### src/rtl/isp_fifo.sv
// ---------------------------------------------------------------------------
// isp_fifo
// small register queue with full and empty flags
// ---------------------------------------------------------------------------
module isp_fifo #(
  parameter int W     = 8,
  parameter int DEPTH = 4
) (
  input  logic         clk,
  input  logic         rst,
  input  logic         wr,
  input  logic [W-1:0] wdata,
  input  logic         rd,
  output logic [W-1:0] rdata,
  output logic         full,
  output logic         empty
);
  localparam int AW = (DEPTH > 1) ? $clog2(DEPTH) : 1;

  logic [W-1:0]  mem [DEPTH];
  logic [AW-1:0] wp;
  logic [AW-1:0] rp;
  logic [AW:0]   cnt;

  assign full  = (cnt == (AW+1)'(DEPTH));
  assign empty = (cnt == '0);
  assign rdata = mem[rp];

  always_ff @(posedge clk) begin
    if (rst) begin
      wp  <= '0;
      rp  <= '0;
      cnt <= '0;
    end else begin
      if (wr) begin
        wp <= (wp == AW'(DEPTH - 1)) ? '0 : wp + 1'b1;
      end
      if (rd) begin
        rp <= (rp == AW'(DEPTH - 1)) ? '0 : rp + 1'b1;
      end
      if (wr && !rd) begin
        cnt <= cnt + 1'b1;
      end else if (rd && !wr) begin
        cnt <= cnt - 1'b1;
      end
    end
  end

  always_ff @(posedge clk) begin
    if (wr) begin
      mem[wp] <= wdata;
    end
  end

endmodule

### config.mk
export PLATFORM = sky130hd
export DESIGN_NAME = isp_fifo
export DESIGN_NICKNAME = d
export VERILOG_FILES = /design/src/rtl/isp_fifo.sv
export SDC_FILE = /design/constraint.sdc
export NUM_CORES = 1
export LEC_CHECK = 0
export BUFFER_PORTS_ARGS = -buffer_cell sky130_fd_sc_hd__buf_2
export CORE_MARGIN = 5
export CORE_UTILIZATION = 59
export CTS_CLUSTER_SIZE = 25
export DETAILED_ROUTE_END_ITERATION = 10
export PLACE_DENSITY_LB_ADDON = 0.1
export RECOVER_POWER = 100
export SETUP_SLACK_MARGIN = 0.4
export SLEW_MARGIN = 25
export SYNTH_ARGS = -nofsm -noshare
export SYNTH_HDL_FRONTEND = slang
export SYNTH_SLANG_ARGS = --single-unit
### constraint.sdc
create_clock -name clk -period 4.9 [get_ports clk]
set_clock_uncertainty 0.2 [all_clocks]
set_input_delay 0.98 -clock clk [delete_from_list [all_inputs] [get_ports clk]]
set_output_delay 0.98 -clock clk [all_outputs]
set_load 0.05 [all_outputs]
==> results of run 1 <==
-- final timing paths --
path,start,slack (ps),end,cells past startpoint
worst max-delay path,register,1810,rdata[7],2
worst min-delay path,cnt[2],320,cnt[2],2
worst max register to register,wp[0],3200,mem[0][2],3
worst min register to register,cnt[2],320,cnt[2],2
-- metrics by stage --
step                      power (mW)  instances  setup slack, ps  cell area (sq um)
after floorplan               0.5052         86             2218               1598
after global placement        0.5295        135             2276               1724
after detailed placement      0.5333        135             2250               1724
after CTS                     0.7361        143             1848               1804
after global routing          0.7565        143             1643               1779
final                         0.7247        143             1811               1779
-- routing by layer --
metal,GRT usage [%],up-vias
met5,0,-
met4,7.273,0
met3,7.645,2
met2,23.96,21
met1,16.39,363
li1,-,378
-- registers in the layout, summed over array words and instances (netlist names), named ones only --
name,cells
rp,2
cnt,3
wp,2
mem,32
-- critical path, cell delays in order (launching register included) --
cell	delay [ps]
dfxtp_1	680
mux4_2	570
clkbuf_1	310
-- cell families (layout without fill, tap and decap cells) --
logic type | count (synthesis) | after routing
buffers and inverters | 6 | 33
muxes | 12 | 12
AOI/OAI and AO/OA | 3 | 3
adders and majority gates | 7 | 7
DFF | 41 | 41
and+or+nand+nor | 15 | 15
xor gates and xnor gates | 2 | 2
-- power groups by stage --
stage	registers, mW	logic [mW]	clock network, mW
finish	0.410	0.110	0.204
global route	0.413	0.120	0.223
CTS	0.410	0.116	0.209
detailed placement	0.419	0.115	0
global placement	0.417	0.112	0
floorplan	0.411	0.0942	0
-- layout by cell type, fill, tap and decap left out, drive strengths merged --
master and n:
nor3b 2, a21oi 2, edfxtp 32, ha 6
mux4 8, dfxtp 9, buf 1, mux2i 4
inv 4, xor2 2, clkbuf 28, nor3 1
nor2 7, or3 1, and2 4, o21ai 1
fa 1
-- synthesized netlist by cell type --
| library cell | count |
|---|---|
| edfxtp_1 | 32 |
| dfxtp_1 | 9 |
| mux4_2 | 8 |
| nor2_1 | 7 |
| ha_1 | 6 |
| and2_1 | 4 |
| inv_1 | 4 |
| mux2i_1 | 4 |
| a21oi_1 | 2 |
| nor3b_1 | 2 |
| xor2_1 | 2 |
| buf_6 | 1 |
| clkbuf_2 | 1 |
| fa_1 | 1 |
| nor3_1 | 1 |
| o21ai_0 | 1 |
| or3_1 | 1 |
-- final cells by class --
type	count	area, sq um	share of cell area (%)
Clock buffer	8	80.08	4.501
Timing Repair Buffer	21	80.08	4.501
Inverter	4	15.01	0.8439
Tap cell	30	37.54	2.110
Sequential cell	41	1141	64.13
Multi-Input combinational cell	39	425.4	23.91
==> impl_metrics.csv, run 1 <==
group,metric,value,unit
power,peakVddDrop,0.3477,mV
yosys,synth_top_area_share,60.14,%
yosys,mappedNetlistArea,0.001598,sq mm
sta,final.min_clock_period,3089,ps
yosys,ys_types,17,
yosys,synthSimpleGateAreaFrac,4.855,%
routing,ant_nets,0,
setup_path,end_kind,"output pin",
routing,top_layer,"met4",
cts,postCtsSetupBuffers,0,
yosys,synth_compound_area_share,0.9397,%
power,comb_power_share,15.2,%
cts,clk_latency,340,ps
cts,ctsHoldBuffers,0,
die,fp.dieH,62.04,microns
die,die_x,62.04,microns
sta,setup_viol,0,
setup_path,cp_max_fo,8,
power,power.share.clock,28.2,%
finish,syn2layout_area_growth,11.35,%
cts,cts_resized,0,
routing,route.met2.wl,1.170,mm
yosys,synth_xor_area_share,1.096,%
finish,drive_gt1_share,14.16,%
sta,setup_tns,0,ps
cts,clockBufferDepth,2,
setup_path,cp_data_arrival_time,1910,ps
cts,ctsRootBufferMaster,"clkbuf_4",
routing,via_count,764,
global_route,grt_pass1_wl,3.691,mm
sta,grt_setup_unrepaired,"no",
sta,whs,324.0,ps
finish,utilization,69.91,%
die,initial_core_util,62.78,%
sta,max_slew_margin,59.18,%
run,drv_cap,0,
setup_path,criticalPathCategory,"reg -> out",
die,fp-row-count,18,
global_route,gr-usage-all-layers,14.95,%
setup_path,startpoint_type,"register",
yosys,ys_ff_latch,41,
routing,vias_per_cell,5.343,
die,dieArea,0.003849,sq mm
yosys,synth-seq-area-share,71.42,%
yosys,postSynthAreaPerCell,18.58,sq um
yosys,synth_top_family_by_area,"multiplexers",
global_route,grt-ovfl-total,0,
yosys,syn-num-nets,105,
finish,finalNetCount,131,
finish,fill_cells,173,
placement,io_buffers,21,
routing,drc,0,
power,power.density,407.3,mW/mm^2
status,run_status,"finished, final reports clean",
cts,clock_sinks,41,
routing,drt-met1-wl,977,microns
finish,insertedDiodeCount,0,
power,swShare,26.78,%
sta,final_max_slew_viol_count,0,
routing,wl_met3,163,microns
yosys,synth_cells,86,
power,p_sw,0.1941,mW
cts,cts_tree,"built",
global_route,antenna_found_initial,0,
power,power.share.sequential,56.6,%
yosys,muxShareOfSynthArea,13.78,%
cts,htree_levels,2,
sta,hold_viol_final,0,
die,pin_count,22,
routing,drt-initial-drc-count,18,
setup_path,required,3720,ps
sta,fin_crit_sh,63.03,%
placement,hpwlAfterDp,1.564,mm
sta,max_freq,0.3238,GHz
cts,cts-buffers-inserted,5,
power,leakage,0.6173,nW
sta,worst_pin_slew,611.9,ps
worst_hold_path,worstHoldPathType,"reg -> reg",
yosys,synthAdderAreaFrac,5.951,%
global_route,grt_pass1_vias,785,
routing,wl_per_cell,16.35,microns
routing,drt_wl_total,2.338,mm
routing,first_pass_iters,5,
die,core_area,0.002545,sq mm
placement,place_congestion,0.6582,
power,p_int,0.5306,mW
cts,path_clk_slew,110,ps
yosys,ys_warn_count,0,
yosys,ys_top_cells_by_area,"edfxtp_1, dfxtp_1, mux4_2, ha_1, mux2i_1",
yosys,synth_top_cell_by_area,"edfxtp_1",
global_route,grt_max_degree,13,
No activity file was read; power rests on OpenSTA's default activity.
==> run 2, diff against run 1 <==
CORE_UTILIZATION = 50   (was 59)
clock period = 2.8 ns   (was 4.9 ns; I/O delays follow)
==> impl_metrics.csv, run 2 (synthesis gave the netlist of run 1 again) <==
group,metric,value,unit
status,run_status,"finished, final reports clean",
sta,setup_tns,0,ps
die,initial_core_util,52.34,%
finish,insertedDiodeCount,0,
placement,hpwlAfterDp,1.811,mm
global_route,gr-usage-all-layers,13.34,%
placement,place_congestion,0.7599,
placement,dp_cells,150,
die,fp-row-count,20,
sta,fin_crit_sh,88.98,%
routing,ant_nets,0,
routing,via_count,814,
cts,clockBufferDepth,2,
setup_path,cp_data_arrival_time,1730,ps
sta,hold_viol_final,0,
placement,io_buffers,21,
finish,syn2layout_area_growth,15.58,%
routing,drc,0,
cts,ctsRootBufferMaster,"clkbuf_4",
sta,final.min_clock_period,2492,ps
die,die_x,66.53,microns
global_route,grt_pass1_vias,829,
power,peakVddDrop,0.3296,mV
finish,final_common_cell,"edfxtp_1",
setup_path,cp_max_fo,5,
sta,grt_setup_unrepaired,"yes",
finish,fill_cells,261,
finish,largest_register,"mem",
finish,drive_gt1_share,23.08,%
finish,final_cells,161,
power,leakage,0.6619,nW
global_route,grt-ovfl-total,0,
sta,setup_viol,0,
global_route,antenna_found_initial,0,
setup_path,end_kind,"output pin",
routing,vias_per_cell,5.056,
cts,htree_levels,2,
sta,max_slew_margin,56.86,%
power,power.density,696.2,mW/mm^2
finish,utilization,60.49,%
setup_path,criticalPathCategory,"reg -> out",
setup_path,required,2040,ps
routing,wl_per_cell,15.65,microns
die,core_area,0.003053,sq mm
run,drv_cap,0,
setup_path,startpoint_type,"register",
routing,drt-initial-drc-count,50,
worst_hold_path,worstHoldPathType,"in -> reg",
power,power.total,1.286,mW
finish,final_cell_mix,"edfxtp_1, clkbuf_1, dfxtp_1",
die,pin_count,22,
sta,final_max_slew_viol_count,0,
setup_path,rrSetupSlack,1130,ps
finish,finalNetCount,136,
cts,clock_sinks,41,
die,dieArea,0.004426,sq mm
sta,worst_pin_slew,646.7,ps
cts,clk_latency,340,ps
routing,first_pass_iters,3,
routing,drt_wl_total,2.519,mm
sta,max_freq,0.4014,GHz
die,fp.dieH,66.53,microns
global_route,grt_max_degree,13,
cts,cts-buffers-inserted,5,
cts,path_clk_slew,120,ps
cts,cts_tree,"built",
finish,largest_reg_flops,32,
finish,reg.largest.list,"mem: 32 flops, cnt: 3 flops",
global_route,grt_pass1_wl,4.133,mm
[run 2: through the flow]
| stage | setup WS, ps | hold WS, ps | cell area [sq um] |
|---|---|---|---|
| 2_1_floorplan | 538.2 | 260.3 | 1598 |
| 3_3_place_gp | 583.3 | 294.8 | 1749 |
| 3_5_place_dp | 567.2 | 298.7 | 1749 |
| 4_1_cts | 437.9 | 208.0 | 1858 |
| 5_1_grt | 213.7 | 254.3 | 1847 |
| 6_report | 308.5 | 269.0 | 1847 |
[run 2: area by class of cell]
cell class | instances | area [sq um] | share of cell area, %
sequential | 41 | 1141 | 61.79
clock inverter | 2 | 35.03 | 1.897
inverter | 4 | 15.01 | 0.8130
tap | 44 | 55.05 | 2.981
timing repair buffer | 26 | 137.6 | 7.453
multi-input combinational | 39 | 425.4 | 23.04
clock buffer | 5 | 37.54 | 2.033
[run 2: worst paths after layout]
kind | start | endpoint | depth (start not counted)
hold / removal | rst | wp[1] | 2
hold reg to reg | cnt[2] | cnt[2] | 2
setup reg to reg | wp[0] | mem[3][3] | 2
setup / recovery | register | rdata[6] | 3
[run 2: layer usage]
metal	wire (microns)	GRT usage [%]
met3	139	5.902
met1	1073	16.70
met4	36	4.569
met5	0	0
met2	1269	20.57
[run 2: repair_timing]
action | 4_1_cts | 5_1_grt
setup buffers | 3 | 1
hold buffers | 0 | 0
resized for setup | 6 | 4
endpoints found under the setup margin | 8 | 6
[run 2: worst max-delay path: stages (launching register included)]
cell,delay (ps)
dfxtp_1,440
buf_4,150
mux4_2,490
clkbuf_1,320
[run 2: where the power goes]
group          internal [mW]  switching (mW)  leakage [nW]  total [mW]
sequential             0.692          0.0221         0.368       0.714
combinational         0.0733           0.141         0.253       0.215
clock                  0.182           0.175        0.0410       0.357
total                  0.947           0.339         0.662        1.29
==> run 3, diff against run 2 <==
==> constraint.sdc (replaced) <==
create_clock -name clk -period 2.8 [get_ports clk]
set_clock_uncertainty 0.2 [all_clocks]
set_input_delay 0 -clock clk [delete_from_list [all_inputs] [get_ports clk]]
set_output_delay 0 -clock clk [all_outputs]
set_load 0.05 [all_outputs]
==> impl_metrics.csv, run 3 (synthesis gave the netlist of run 1 again) <==
group,metric,value,unit
placement,dp_worst_setup_slack,1098,ps
finish,finalNetCount,142,
routing,wl_per_cell,14.56,microns
setup_path,criticalPathCategory,"reg -> out",
sta,worst_pin_slew,601.9,ps
setup_path,rrSetupSlack,1120,ps
global_route,grt_pass1_wl,4.153,mm
die,dieArea,0.004426,sq mm
cts,clock_sinks,41,
placement,place_congestion,0.7552,
cts,clk_latency,340,ps
global_route,grt_max_degree,13,
status,run_status,"finished, final reports clean",
setup_path,startpoint_type,"register",
finish,final_cell_mix,"edfxtp_1, clkbuf_1, dlygate4sd3_1",
cts,clockBufferDepth,2,
sta,setup_tns,0,ps
global_route,grt_pass1_vias,858,
cts,ctsHoldBuffers,11,
sta,max_slew_margin,59.85,%
setup_path,cp_slowest_stage_delay,680,ps
die,fp-row-count,20,
finish,insertedDiodeCount,0,
finish,largest_register,"mem",
die,die_x,66.53,microns
sta,setup_viol,0,
placement,dpl_cell_area,0.001742,sq mm
finish,reg.largest.list,"mem: 32 flops, cnt: 3 flops",
run,drv_cap,0,
power,peakVddDrop,0.4845,mV
setup_path,cp_max_fo,8,
sta,whs,241.0,ps
routing,ant_nets,0,
routing,drc,0,
routing,first_pass_iters,4,
power,power.density,637.5,mW/mm^2
die,initial_core_util,52.34,%
cts,cts_tree,"built",
sta,hold_viol_final,0,
die,core_area,0.003053,sq mm
cts,path_clk_slew,100,ps
setup_path,critPathSlowestCell,"dfxtp_1",
routing,vias_per_cell,4.869,
finish,largest_reg_flops,32,
cts,htree_levels,2,
sta,max_freq,0.4717,GHz
power,leakage,0.6516,nW
sta,setup_ws,680.0,ps
cts,ctsRootBufferMaster,"clkbuf_4",
setup_path,crit_family,"flip-flops",
global_route,antenna_found_initial,0,
sta,final.min_clock_period,2120,ps
routing,drt_wl_total,2.446,mm
finish,final_area,0.001878,sq mm
global_route,grt-ovfl-total,0,
cts,postCtsSetupBuffers,0,
routing,via_count,818,
finish,syn2layout_area_growth,17.54,%
setup_path,cp_data_arrival_time,1920,ps
setup_path,required,2600,ps
global_route,gr-usage-all-layers,13.60,%
setup_path,path_cells,"mux4_2 > clkbuf_1",
setup_path,cp_num_buf_inv,1,
placement,hpwlAfterDp,1.707,mm
worst_hold_path,worstHoldPathType,"in -> reg",
setup_path,end_kind,"output pin",
placement,io_buffers,21,
finish,drive_gt1_share,12.90,%
sta,grt_setup_unrepaired,"no",
finish,utilization,61.52,%
cts,cts_resized,0,
finish,final_common_cell,"edfxtp_1",
routing,drt-initial-drc-count,36,
sta,fin_crit_sh,75.72,%
sta,final_max_slew_viol_count,0,
cts,cts-buffers-inserted,5,
die,fp.dieH,66.53,microns
die,pin_count,22,
run 3: cell count changes in the layout (fill, tap and decap cells not counted), sizes merged:
cell and change:
dlygate4sd3 +11, clkbuf +4, bufinv -1, buf -7
run 3: worst paths after layout:
check | from | endpoint | cells after the start
worst min-delay path | rst | cnt[2] | 3
worst min register to register | cnt[2] | cnt[2] | 2
worst max register to register | cnt[0] | cnt[2] | 4
worst max-delay path | register | rdata[4] | 2
run 3: worst reg2reg max path: cells and delay by family, from the launching register on:
family	cells	cell delay, ps
AOI/OAI and AO/OA	1	140
adders and majority gates	1	440
xor gates and xnor gates	1	160
DFF	1	370
and+or+nand+nor	1	310
run 3: per-layer routing:
layer  track usage, %  part of all wire (%)  up-vias
met2            20.82                    47       20
met1            16.19                    45      391
li1                 -                     -      403
met5                0                     0        -
met3            6.071                   5.6        4
met4            6.853                   2.0        0
run 3: layout make-up:
type | instances | area (sq um)
clock buffer | 7 | 45.04
timing repair buffer | 32 | 191.4
sequential | 41 | 1141
fill | 264 | 1175
inverter | 4 | 15.01
clock inverter | 1 | 5.005
tap | 44 | 55.05
multi-input combinational | 39 | 425.4
run 3: power breakdown:
part / leakage (nW) / internal, mW / switching, mW / total, mW
Sequential: 0.368 / 0.692 / 0.0256 / 0.717
Clock: 0.0293 / 0.0980 / 0.175 / 0.273
Combinational: 0.254 / 0.0696 / 0.137 / 0.207
run 3: metrics by stage:
step / total power, mW / cells
after floorplan: 0.8842 / 86
after global placement: 0.9307 / 149
after detailed placement: 0.9363 / 149
after CTS: 1.220 / 168
after global routing: 1.265 / 168
final: 1.197 / 168
