===== src/rtl/isp_pkg.sv =====
// ---------------------------------------------------------------------------
// isp_pkg
// shared types and constants for the interrupted sinusoidal projection
// ---------------------------------------------------------------------------
package isp_pkg;

  localparam int FRAC_BITS = 28;
  localparam int SHIFT_IN  = 60 - FRAC_BITS;
  localparam int LIM_SH    = FRAC_BITS + 2;
  localparam int NSTEP     = 11;

  localparam logic CMD_FWD = 1'b0;
  localparam logic CMD_INV = 1'b1;

  localparam logic [1:0] LOBE_W = 2'd0;
  localparam logic [1:0] LOBE_C = 2'd1;
  localparam logic [1:0] LOBE_E = 2'd2;

  localparam logic [63:0] PI_Q62  = 64'hC90F_DAA2_2168_C235;
  localparam logic [63:0] PI_60   = PI_Q62 / 64'd60;
  localparam logic [63:0] PI_Q60  = (PI_Q62 + 64'd2) >> 2;
  localparam logic [63:0] HALF_PI = (PI_Q62 + 64'd4) >> 3;
  localparam logic [63:0] ONE_Q60 = 64'h1000_0000_0000_0000;
  localparam logic [63:0] COS_EPS = 64'd115292150;

  localparam logic [63:0] KPI_6  = (PI_60 * 64'd6 + 64'd2) >> 2;
  localparam logic [63:0] KPI_7  = (PI_60 * 64'd7 + 64'd2) >> 2;
  localparam logic [63:0] KPI_13 = (PI_60 * 64'd13 + 64'd2) >> 2;
  localparam logic [63:0] KPI_20 = (PI_60 * 64'd20 + 64'd2) >> 2;
  localparam logic [63:0] KPI_27 = (PI_60 * 64'd27 + 64'd2) >> 2;
  localparam logic [63:0] KPI_33 = (PI_60 * 64'd33 + 64'd2) >> 2;
  localparam logic [63:0] KPI_40 = (PI_60 * 64'd40 + 64'd2) >> 2;

  localparam logic signed [63:0] LOBE_LO = 64'd0 - KPI_6;
  localparam logic signed [63:0] LOBE_HI = KPI_20;

  // central meridians and half widths, west to east
  localparam logic [2:0][63:0] LOBE_CEN = {KPI_40, KPI_7, 64'd0 - KPI_33};
  localparam logic [2:0][63:0] LOBE_HW  = {KPI_20, KPI_13, KPI_27};

  localparam logic [64:0] RND_OUT = (SHIFT_IN > 0) ? (65'd1 << (SHIFT_IN - 1)) : 65'd0;

  typedef struct packed {
    logic              cmd;
    logic signed [31:0] horiz_in;
    logic signed [31:0] vert_in;
  } in_t;

  typedef struct packed {
    logic signed [31:0] horiz_out;
    logic signed [31:0] vert_out;
    logic              valid_res;
  } out_t;

  typedef struct packed {
    logic              ok;
    logic              cmd;
    logic [1:0]        lobe;
    logic signed [63:0] hs;
    logic [31:0]       vert;
  } tag_t;

  typedef struct packed {
    tag_t        tag;
    logic [63:0] a;
  } front_t;

endpackage


===== src/rtl/isp_front.sv =====
// ---------------------------------------------------------------------------
// isp_front
// widens the request to Q.60, checks the domain and picks the forward lobe
// ---------------------------------------------------------------------------
module isp_front (
  input  isp_pkg::in_t    item,
  output isp_pkg::front_t cls
);
  logic        hneg;
  logic        vneg;
  logic [31:0] hmag;
  logic [31:0] vmag;
  logic        ok_h;
  logic        ok_v;
  logic [63:0] a;
  logic [63:0] b;
  logic signed [63:0] hs;
  logic        ok;
  logic [1:0]  lobe;

  always_comb begin
    hneg = item.horiz_in[31];
    vneg = item.vert_in[31];
    hmag = hneg ? 32'(-item.horiz_in) : item.horiz_in;
    vmag = vneg ? 32'(-item.vert_in) : item.vert_in;
    ok_h = ((64'(hmag) >> isp_pkg::LIM_SH) == 64'd0);
    ok_v = ((64'(vmag) >> isp_pkg::LIM_SH) == 64'd0);
    b    = 64'(hmag) << isp_pkg::SHIFT_IN;
    a    = 64'(vmag) << isp_pkg::SHIFT_IN;
    hs   = hneg ? -$signed(b) : $signed(b);

    if (item.cmd == isp_pkg::CMD_FWD) begin
      ok = ok_h && ok_v && (a <= isp_pkg::HALF_PI) && (b <= isp_pkg::PI_Q60);
    end else begin
      ok = ok_h && ok_v && (a < isp_pkg::HALF_PI);
    end

    if (hs < isp_pkg::LOBE_LO) begin
      lobe = isp_pkg::LOBE_W;
    end else if (hs < isp_pkg::LOBE_HI) begin
      lobe = isp_pkg::LOBE_C;
    end else begin
      lobe = isp_pkg::LOBE_E;
    end

    cls.tag.ok   = ok;
    cls.tag.cmd  = item.cmd;
    cls.tag.lobe = lobe;
    cls.tag.hs   = hs;
    cls.tag.vert = item.vert_in;
    cls.a        = ok ? a : 64'd0;
  end

endmodule


===== config.mk =====
export PLATFORM = sky130hd
export DESIGN_NAME = isp_front
export DESIGN_NICKNAME = d
export VERILOG_FILES = /design/src/rtl/isp_pkg.sv /design/src/rtl/isp_front.sv
export SDC_FILE = /design/constraint.sdc
export NUM_CORES = 1
export LEC_CHECK = 0
export BUFFER_PORTS_ARGS = -buffer_cell sky130_fd_sc_hd__clkbuf_2
export CAP_MARGIN = 20
export CORE_MARGIN = 4
export CORE_UTILIZATION = 30
export DETAILED_ROUTE_END_ITERATION = 8
export SKIP_LAST_GASP = 1
export SYNTH_ARGS = -nofsm -noshare
export SYNTH_HDL_FRONTEND = slang
export SYNTH_SLANG_ARGS = --single-unit

===== constraint.sdc =====
create_clock -name vclk -period 7.8
set_input_delay 1.56 -clock vclk [all_inputs]
set_output_delay 1.56 -clock vclk [all_outputs]
set_load 0.005 [all_outputs]

==> impl_metrics.yaml, run 1 <==
outcome:
  status: "finished clean"
floorplanning:
  rows: 44
  dieArea_mm2: 0.0171
  die_x_um: 131
  core_area_mm2: 0.0146
  ios: 229
  die-height_um: 131
  start_util_pct: 30.9
setup_path:
  startpoint_type: "input pin"
  crit_start: "item[1]"
  arrival_ns: 5.97
  critPathKind: "in2out"
  critPathCapture: "cls[33]"
  critPathMaxFanout: 14
  endpoint_kind: "primary output"
  required_ns: 6.24
placed_design:
  io_buffers: 162
  hpwl_um: 12600
  dp.cells: 1017
  gp_congestion: 0.895
  place_ws_ns: 0.232
  placed_area_mm2: 0.00514
routing:
  wirelength_um: 15300
  drt_iter0_markers: 374
  dr.pass1.iters: 5
  vias_per_cell: 5.22
  vias: 5311
  ant_nets: 0
  route.detailed.drc: 0
  wl_per_cell_um: 15.0
cells_and_area:
  seq_cells: 0
  diodes: 0
  area_growth_pct: 14.6
  stdcell_area_mm2: 0.00518
  nNetsFinal: 904
  clkbuf_count: 0
  final_core_util_pct: 35.4
  drive_gt1_share_pct: 26.4
  regArea_um2: 0
  fin_cells: 1018
  n_fill_cell: 1678
logic_synthesis:
  synth-simple-area-share_pct: 31.6
  synthAdderAreaFrac_pct: 0.830
  synth_warnings: 0
  synth_mux_area_share_pct: 2.27
  synth_xor_area_share_pct: 17.0
  yosysUniqueCellTypes: 65
  synth_most_common_cell: "buf_4"
  syn_inst: 718
  yosys-top-cells-count: "buf_4 (102), nand2_1 (68), nor2_1 (66), xor2_1 (49), o21ai_0 (46)"
  synth_compound_area_share_pct: 24.8
  syn_avg_cell_area_um2: 6.30
  netlist_top_cells_area: "buf_4 (17%), xor2_1 (9.5%), xnor2_1 (7.6%)"
  synth_top_area_share_pct: 16.9
  syn_area_mm2: 0.00452
  ys_seq_area_share_pct: 0
  synth_top_family_by_area: "simple AND/OR/NAND/NOR gates"
  yosysTopAreaCell: "buf_4"
sta:
  fin_tns_setup_ns: 0
  grt_setup_unrepaired: "no"
  setup_viol: 0
  tightest_slew_ns: 0.927
  period_needed_ns: 7.53
  slew_viol_final: 0
  max_slew_margin_pct: 38.2
  holdWs_ns: 3.33
  fmax_ghz: 0.133
  timing.final.hold_violations: 0
  finalCritPeriodShare_pct: 96.6
  worst_slack_ns: 0.268
power_and_ir_drop:
  swShare_pct: 59.9
  combPwrFrac_pct: 100.0
  ir_worst_vdd_mv: 0.0246
  seqPwrFrac_pct: 0
  p_clk_share_pct: 0
  power.density_mw_per_mm2: 51.9
  p_leak_nw: 2.25
  internal-power_mw: 0.108
  totalPowerFinal_mw: 0.269
  p_sw_mw: 0.161
job:
  cap_violations: 0
global_route:
  grt_pass1_wl_um: 22900
  grt_max_degree: 53
  grt_usage_pct: 15.8
  grt-ovfl-total: 0
  grt_pass1_vias: 4473
  antenna_found_initial: 0
clock_tree:
  cts_setup_buffers: 0
  hold_buffers: 0
min_path:
  hp-class: "in2out"
[cells by family (layout without fill, tap and decap cells)]
group / count (synthesis) / in the layout
adder cells (fa/ha/maj): 3 / 3
AND/OR/NAND/NOR: 279 / 279
other: 1 / 67
AO/OA/AOI/OAI: 164 / 164
XOR/XNOR: 88 / 88
multiplexers: 10 / 10
buffers and inverters: 173 / 223
[critical path: stages]
cell	delay, ns
clkbuf_2	0.13
or4_4	0.57
or4b_4	0.53
or4_1	0.50
or4_1	0.46
or4_1	0.46
or4_4	0.46
nor3_2	0.12
a21oi_1	0.05
a2bb2oi_1	0.15
a221o_1	0.36
a21o_4	0.22
clkbuf_16	0.17
nor2_1	0.10
clkbuf_2	0.12
[per-layer routing]
layer  global-route usage, %  vias to the layer above  share of wire [%]
met3                   0.447                       13                6.4
met2                    27.9                      231                 49
met1                    22.2                     2417                 44
met4                    1.94                        0                1.0
met5                       0                        -                  0
li1                        -                     2650                  -
[power groups by stage]
| stage | sequential [mW] | combinational [mW] | clock [mW] |
|---|---|---|---|
| floorplan | 0 | 0.194 | 0 |
| global placement | 0 | 0.266 | 0 |
| detailed placement | 0 | 0.266 | 0 |
| CTS | 0 | 0.267 | 0 |
| global route | 0 | 0.300 | 0 |
| finish | 0 | 0.269 | 0 |
[timing repair]
action | in CTS | in global routing
setup endpoints to repair | 0 | 30
gates resized for setup | 0 | 5
hold endpoints to repair | 0 | 0
[final cells by class]
cell class	instances	area (um2)	share of cell area [%]
inverters	20	75.1	1.45
multi-input cells	611	3730	72.0
well taps	184	230	4.44
repair buffers	203	1150	22.2
[worst min-delay path by stage]
stage                     startpoint       end  cells past startpoint
after floorplan             item[32]  cls[128]                      1
after global placement      item[30]   cls[94]                      2
after detailed placement     item[9]   cls[73]                      2
after CTS                    item[9]   cls[73]                      2
after global routing         item[9]   cls[73]                      2
final                        item[9]   cls[73]                      2
[placed cells by master (no fill, tap or decap), drive strengths merged, types with 5 or more instances in the layout]
cell    count
nor2b       6
buf        40
nand2b      5
o41ai       9
a31oi       9
nand2      68
a21oi      25
conb       67
xor2       49
nand3      19
nor4       14
nor3       25
o31ai      14
inv        19
clkbuf    163
mux2i       8
o21ai      46
nor2       66
or4        19
xnor2      39
or3        19
nor3b       7
nand4      11
or2         5
o211ai      6
(Power assumes the default switching activity.)
==> run 2, diff against run 1 <==
- SETUP_SLACK_MARGIN: default -> 0.3
==> impl_metrics.yaml, run 2 (synthesis results as in run 1) <==
floorplanning:
  die_x_um: 131
  rows: 44
  ios: 229
  start_util_pct: 30.9
  core_area_mm2: 0.0146
  die-height_um: 131
  dieArea_mm2: 0.0171
setup_path:
  startpoint_type: "input pin"
  crit_start: "item[1]"
  critPathMaxFanout: 14
  arrival_ns: 5.86
  critPathKind: "in2out"
  required_ns: 6.24
  endpoint_kind: "primary output"
min_path:
  hp-class: "in2out"
  min-delay-start: "item[9]"
  holdPathStages: 2
sta:
  tightest_slew_ns: 0.925
  slew_viol_final: 0
  setup_viol: 0
  holdWs_ns: 3.33
  fin_tns_setup_ns: 0
  timing.final.hold_violations: 0
  max_slew_margin_pct: 38.4
  finalCritPeriodShare_pct: 95.2
  grt_setup_unrepaired: "yes"
  period_needed_ns: 7.42
  fmax_ghz: 0.135
cells_and_area:
  diodes: 0
  nNetsFinal: 908
  drive_gt1_share_pct: 28.8
  area_growth_pct: 16.6
  final_cell_mix: "clkbuf_2 (158), nand2_1 (68), conb_1 (67)"
  regArea_um2: 0
  n_fill_cell: 1677
  layout_commonest_cell: "clkbuf_2"
  seq_cells: 0
  clkbuf_count: 0
outcome:
  status: "finished clean"
routing:
  vias_per_cell: 5.22
  wl_per_cell_um: 15.1
  vias: 5330
  ant_nets: 0
  wirelength_um: 15500
  route.detailed.drc: 0
  drt_iter0_markers: 405
  dr.pass1.iters: 6
power_and_ir_drop:
  p_clk_share_pct: 0
  swShare_pct: 60.0
  internal-power_mw: 0.110
  combPwrFrac_pct: 100.0
  p_sw_mw: 0.165
  ir_worst_vdd_mv: 0.0246
  seqPwrFrac_pct: 0
  power.density_mw_per_mm2: 52.0
  p_leak_nw: 2.28
global_route:
  grt_pass1_vias: 4491
  grt_pass1_wl_um: 23000
  grt_usage_pct: 15.9
  grt_max_degree: 53
  grt-ovfl-total: 0
  antenna_found_initial: 0
placed_design:
  hpwl_um: 12600
  io_buffers: 162
  gp_congestion: 0.895
clock_tree:
  hold_buffers: 0
job:
  cap_violations: 0
==> run 2: layer usage <==
layer / vias up / GRT usage [%] / part of all wire [%]
met5: - / 0 / 0
met2: 234 / 28.1 / 49
li1: 2656 / - / -
met3: 17 / 0.447 / 6.1
met4: 0 / 1.94 / 1.3
met1: 2423 / 22.2 / 44
==> run 2: final timing paths <==
| path | endpoint | slack (ns) |
|---|---|---|
| setup / recovery | cls[33] | 0.38 |
| hold / removal | cls[73] | 3.33 |
==> run 2: final cells by class <==
cell class / count / area (um2) / area share [%]
inverter: 20 / 75.1 / 1.42
multi-input combinational: 611 / 3790 / 71.8
tap: 184 / 230 / 4.37
timing repair buffer: 207 / 1180 / 22.4
==> run 2: per-stage QoR <==
step	std cells	utilization, %	worst slack (ns)	total power [mW]	cell area (um2)
global route	1022	36.0	0.236	0.305	5270
floorplan	784	-	0.449	0.194	4770
finish	1022	36.0	0.377	0.274	5270
detailed placement	1017	35.1	0.232	0.266	5140
global placement	1017	35.1	0.263	0.266	5140
CTS	1019	35.3	0.308	0.267	5170
==> run 2: what timing repair did <==
action                                  in CTS  in global routing
pin swaps                                    2                  4
endpoints found under the setup margin      30                 32
resized for setup                            4                 23
gates cloned                                 0                  1
setup buffers                                2                  2
==> run 2: critical path: stages <==
cell and delay (ns):
buf_2 0.14, or4_4 0.49, or4b_4 0.51, or4_4 0.49, or4_4 0.45, or4_4 0.43, or4_4 0.46, nor3_2 0.12
a21oi_1 0.05, a2bb2oi_1 0.15, a221o_1 0.39, a21o_4 0.23, clkbuf_16 0.17, nor2_1 0.10, clkbuf_2 0.12
==> run 2: power by group through the flow <==
stage                     Combinational, mW  Sequential [mW]  Clock [mW]
after detailed placement              0.266                0           0
after global placement                0.266                0           0
after CTS                             0.267                0           0
after global routing                  0.305                0           0
final                                 0.274                0           0
after floorplan                       0.194                0           0
==> run 3, diff against run 2 <==
- clock period: 7.8 -> 6.3 ns (I/O delays scaled with it)
==> impl_metrics.yaml, run 3 (synthesis results as in run 1) <==
outcome:
  status: "complete, but fails checks"
  failed_checks: "setup timing"
routing:
  vias_per_cell: 5.16
  wl_per_cell_um: 15.1
  route.detailed.drc: 0
  drt_iter0_markers: 294
  ant_nets: 0
  wirelength_um: 17400
  dr.pass1.iters: 5
  vias: 5917
global_route:
  grt_usage_pct: 17.8
  grt_max_degree: 45
  grt_pass1_wl_um: 25500
  grt-ovfl-total: 0
  grt_pass1_vias: 5193
  antenna_found_initial: 0
sta:
  setup_viol: 32
  max_slew_margin_pct: 61.9
  slew_viol_final: 0
  period_needed_ns: 6.80
  timing.final.hold_violations: 0
  fmax_ghz: 0.147
  grt_setup_unrepaired: "yes"
  worst_slack_ns: -0.501
  tightest_slew_ns: 0.564
  finalCritPeriodShare_pct: 108
  holdWs_ns: 2.75
placed_design:
  hpwl_um: 13700
  gp_congestion: 0.926
  io_buffers: 162
cells_and_area:
  final_core_util_pct: 45.7
  drive_gt1_share_pct: 42.9
  regArea_um2: 0
  seq_cells: 0
  nNetsFinal: 1032
  diodes: 0
  area_growth_pct: 47.9
  final_cell_mix: "buf_4 (158), clkbuf_2 (149), nand2_1 (68)"
  clkbuf_count: 0
  n_fill_cell: 1528
  layout_commonest_cell: "buf_4"
setup_path:
  startpoint_type: "input pin"
  critPathKind: "in2out"
  critPathMaxFanout: 7
  endpoint_kind: "primary output"
  arrival_ns: 5.54
  required_ns: 5.04
power_and_ir_drop:
  power.density_mw_per_mm2: 66.1
  p_leak_nw: 3.01
  ir_worst_vdd_mv: 0.0387
  internal-power_mw: 0.201
  combPwrFrac_pct: 100.0
  swShare_pct: 54.5
  p_clk_share_pct: 0
  seqPwrFrac_pct: 0
  p_sw_mw: 0.241
floorplanning:
  rows: 44
  die-height_um: 131
  dieArea_mm2: 0.0171
  core_area_mm2: 0.0146
  start_util_pct: 30.9
  ios: 229
  die_x_um: 131
clock_tree:
  hold_buffers: 0
min_path:
  min-delay-start: "item[64]"
  holdPathEnd: "cls[162]"
  hp-class: "in2out"
  holdPathStages: 2
job:
  cap_violations: 0
==> run 3: worst max-delay path by stage <==
| stage | start | depth (start not counted) | slack [ns] | end |
|---|---|---|---|---|
| after floorplan | item[2] | 17 | -0.44 | cls[163] |
| after global placement | item[35] | 17 | -0.51 | cls[160] |
| after detailed placement | item[1] | 16 | -0.52 | cls[34] |
| after CTS | item[1] | 15 | -0.48 | cls[34] |
| after global routing | item[1] | 15 | -0.60 | cls[34] |
| final | item[1] | 15 | -0.50 | cls[52] |
==> run 3: worst max-delay path, stage by stage <==
cell	delay (ns)
buf_6	0.09
or4_4	0.53
or4b_4	0.51
or4_4	0.50
or4_4	0.44
or4_4	0.44
or4_4	0.44
nor3_2	0.11
a21oi_1	0.05
a2bb2oi_1	0.15
a221o_1	0.35
a21o_4	0.26
clkbuf_16	0.18
nor2_2	0.10
clkbuf_2	0.11
==> run 3: metal layers <==
metal | vias up | part of all wire [%] | GRT usage (%)
met3 | 18 | 5.7 | 0.894
met1 | 2764 | 42 | 23.9
li1 | 2908 | - | -
met5 | - | 0 | 0
met2 | 227 | 50 | 32.1
met4 | 0 | 1.5 | 2.66
==> run 3: repair_timing <==
action,in CTS,in global routing
pin swaps,13,28
gates cloned,2,1
endpoints found under the setup margin,34,36
buffers inserted,7,9
gates resized for setup,42,59
==> run 3: per-stage QoR <==
step,cells,worst slack (ns),instance area (um2),power [mW],setup TNS [ns]
final,1146,-0.501,6690,0.442,-14.12
after global routing,1146,-0.603,6690,0.484,-17.76
after CTS,1136,-0.479,6360,0.418,-13.27
after detailed placement,1127,-0.522,6100,0.396,-15.00
after global placement,1127,-0.511,6100,0.395,-13.54
after floorplan,784,-0.440,4940,0.249,-10.70
==> run 3: area by class of cell <==
class / count / area (um2) / area share, %
Multi-Input combinational cell: 611 / 4160 / 62.2
Timing Repair Buffer: 331 / 2210 / 33.1
Inverter: 20 / 82.6 / 1.24
Tap cell: 184 / 230 / 3.44
==> run 3: power groups by stage <==
| stage | logic, mW | clock network [mW] | registers [mW] |
|---|---|---|---|
| 2_1_floorplan | 0.249 | 0 | 0 |
| 3_3_place_gp | 0.395 | 0 | 0 |
| 3_5_place_dp | 0.396 | 0 | 0 |
| 4_1_cts | 0.418 | 0 | 0 |
| 5_1_grt | 0.484 | 0 | 0 |
| 6_report | 0.442 | 0 | 0 |
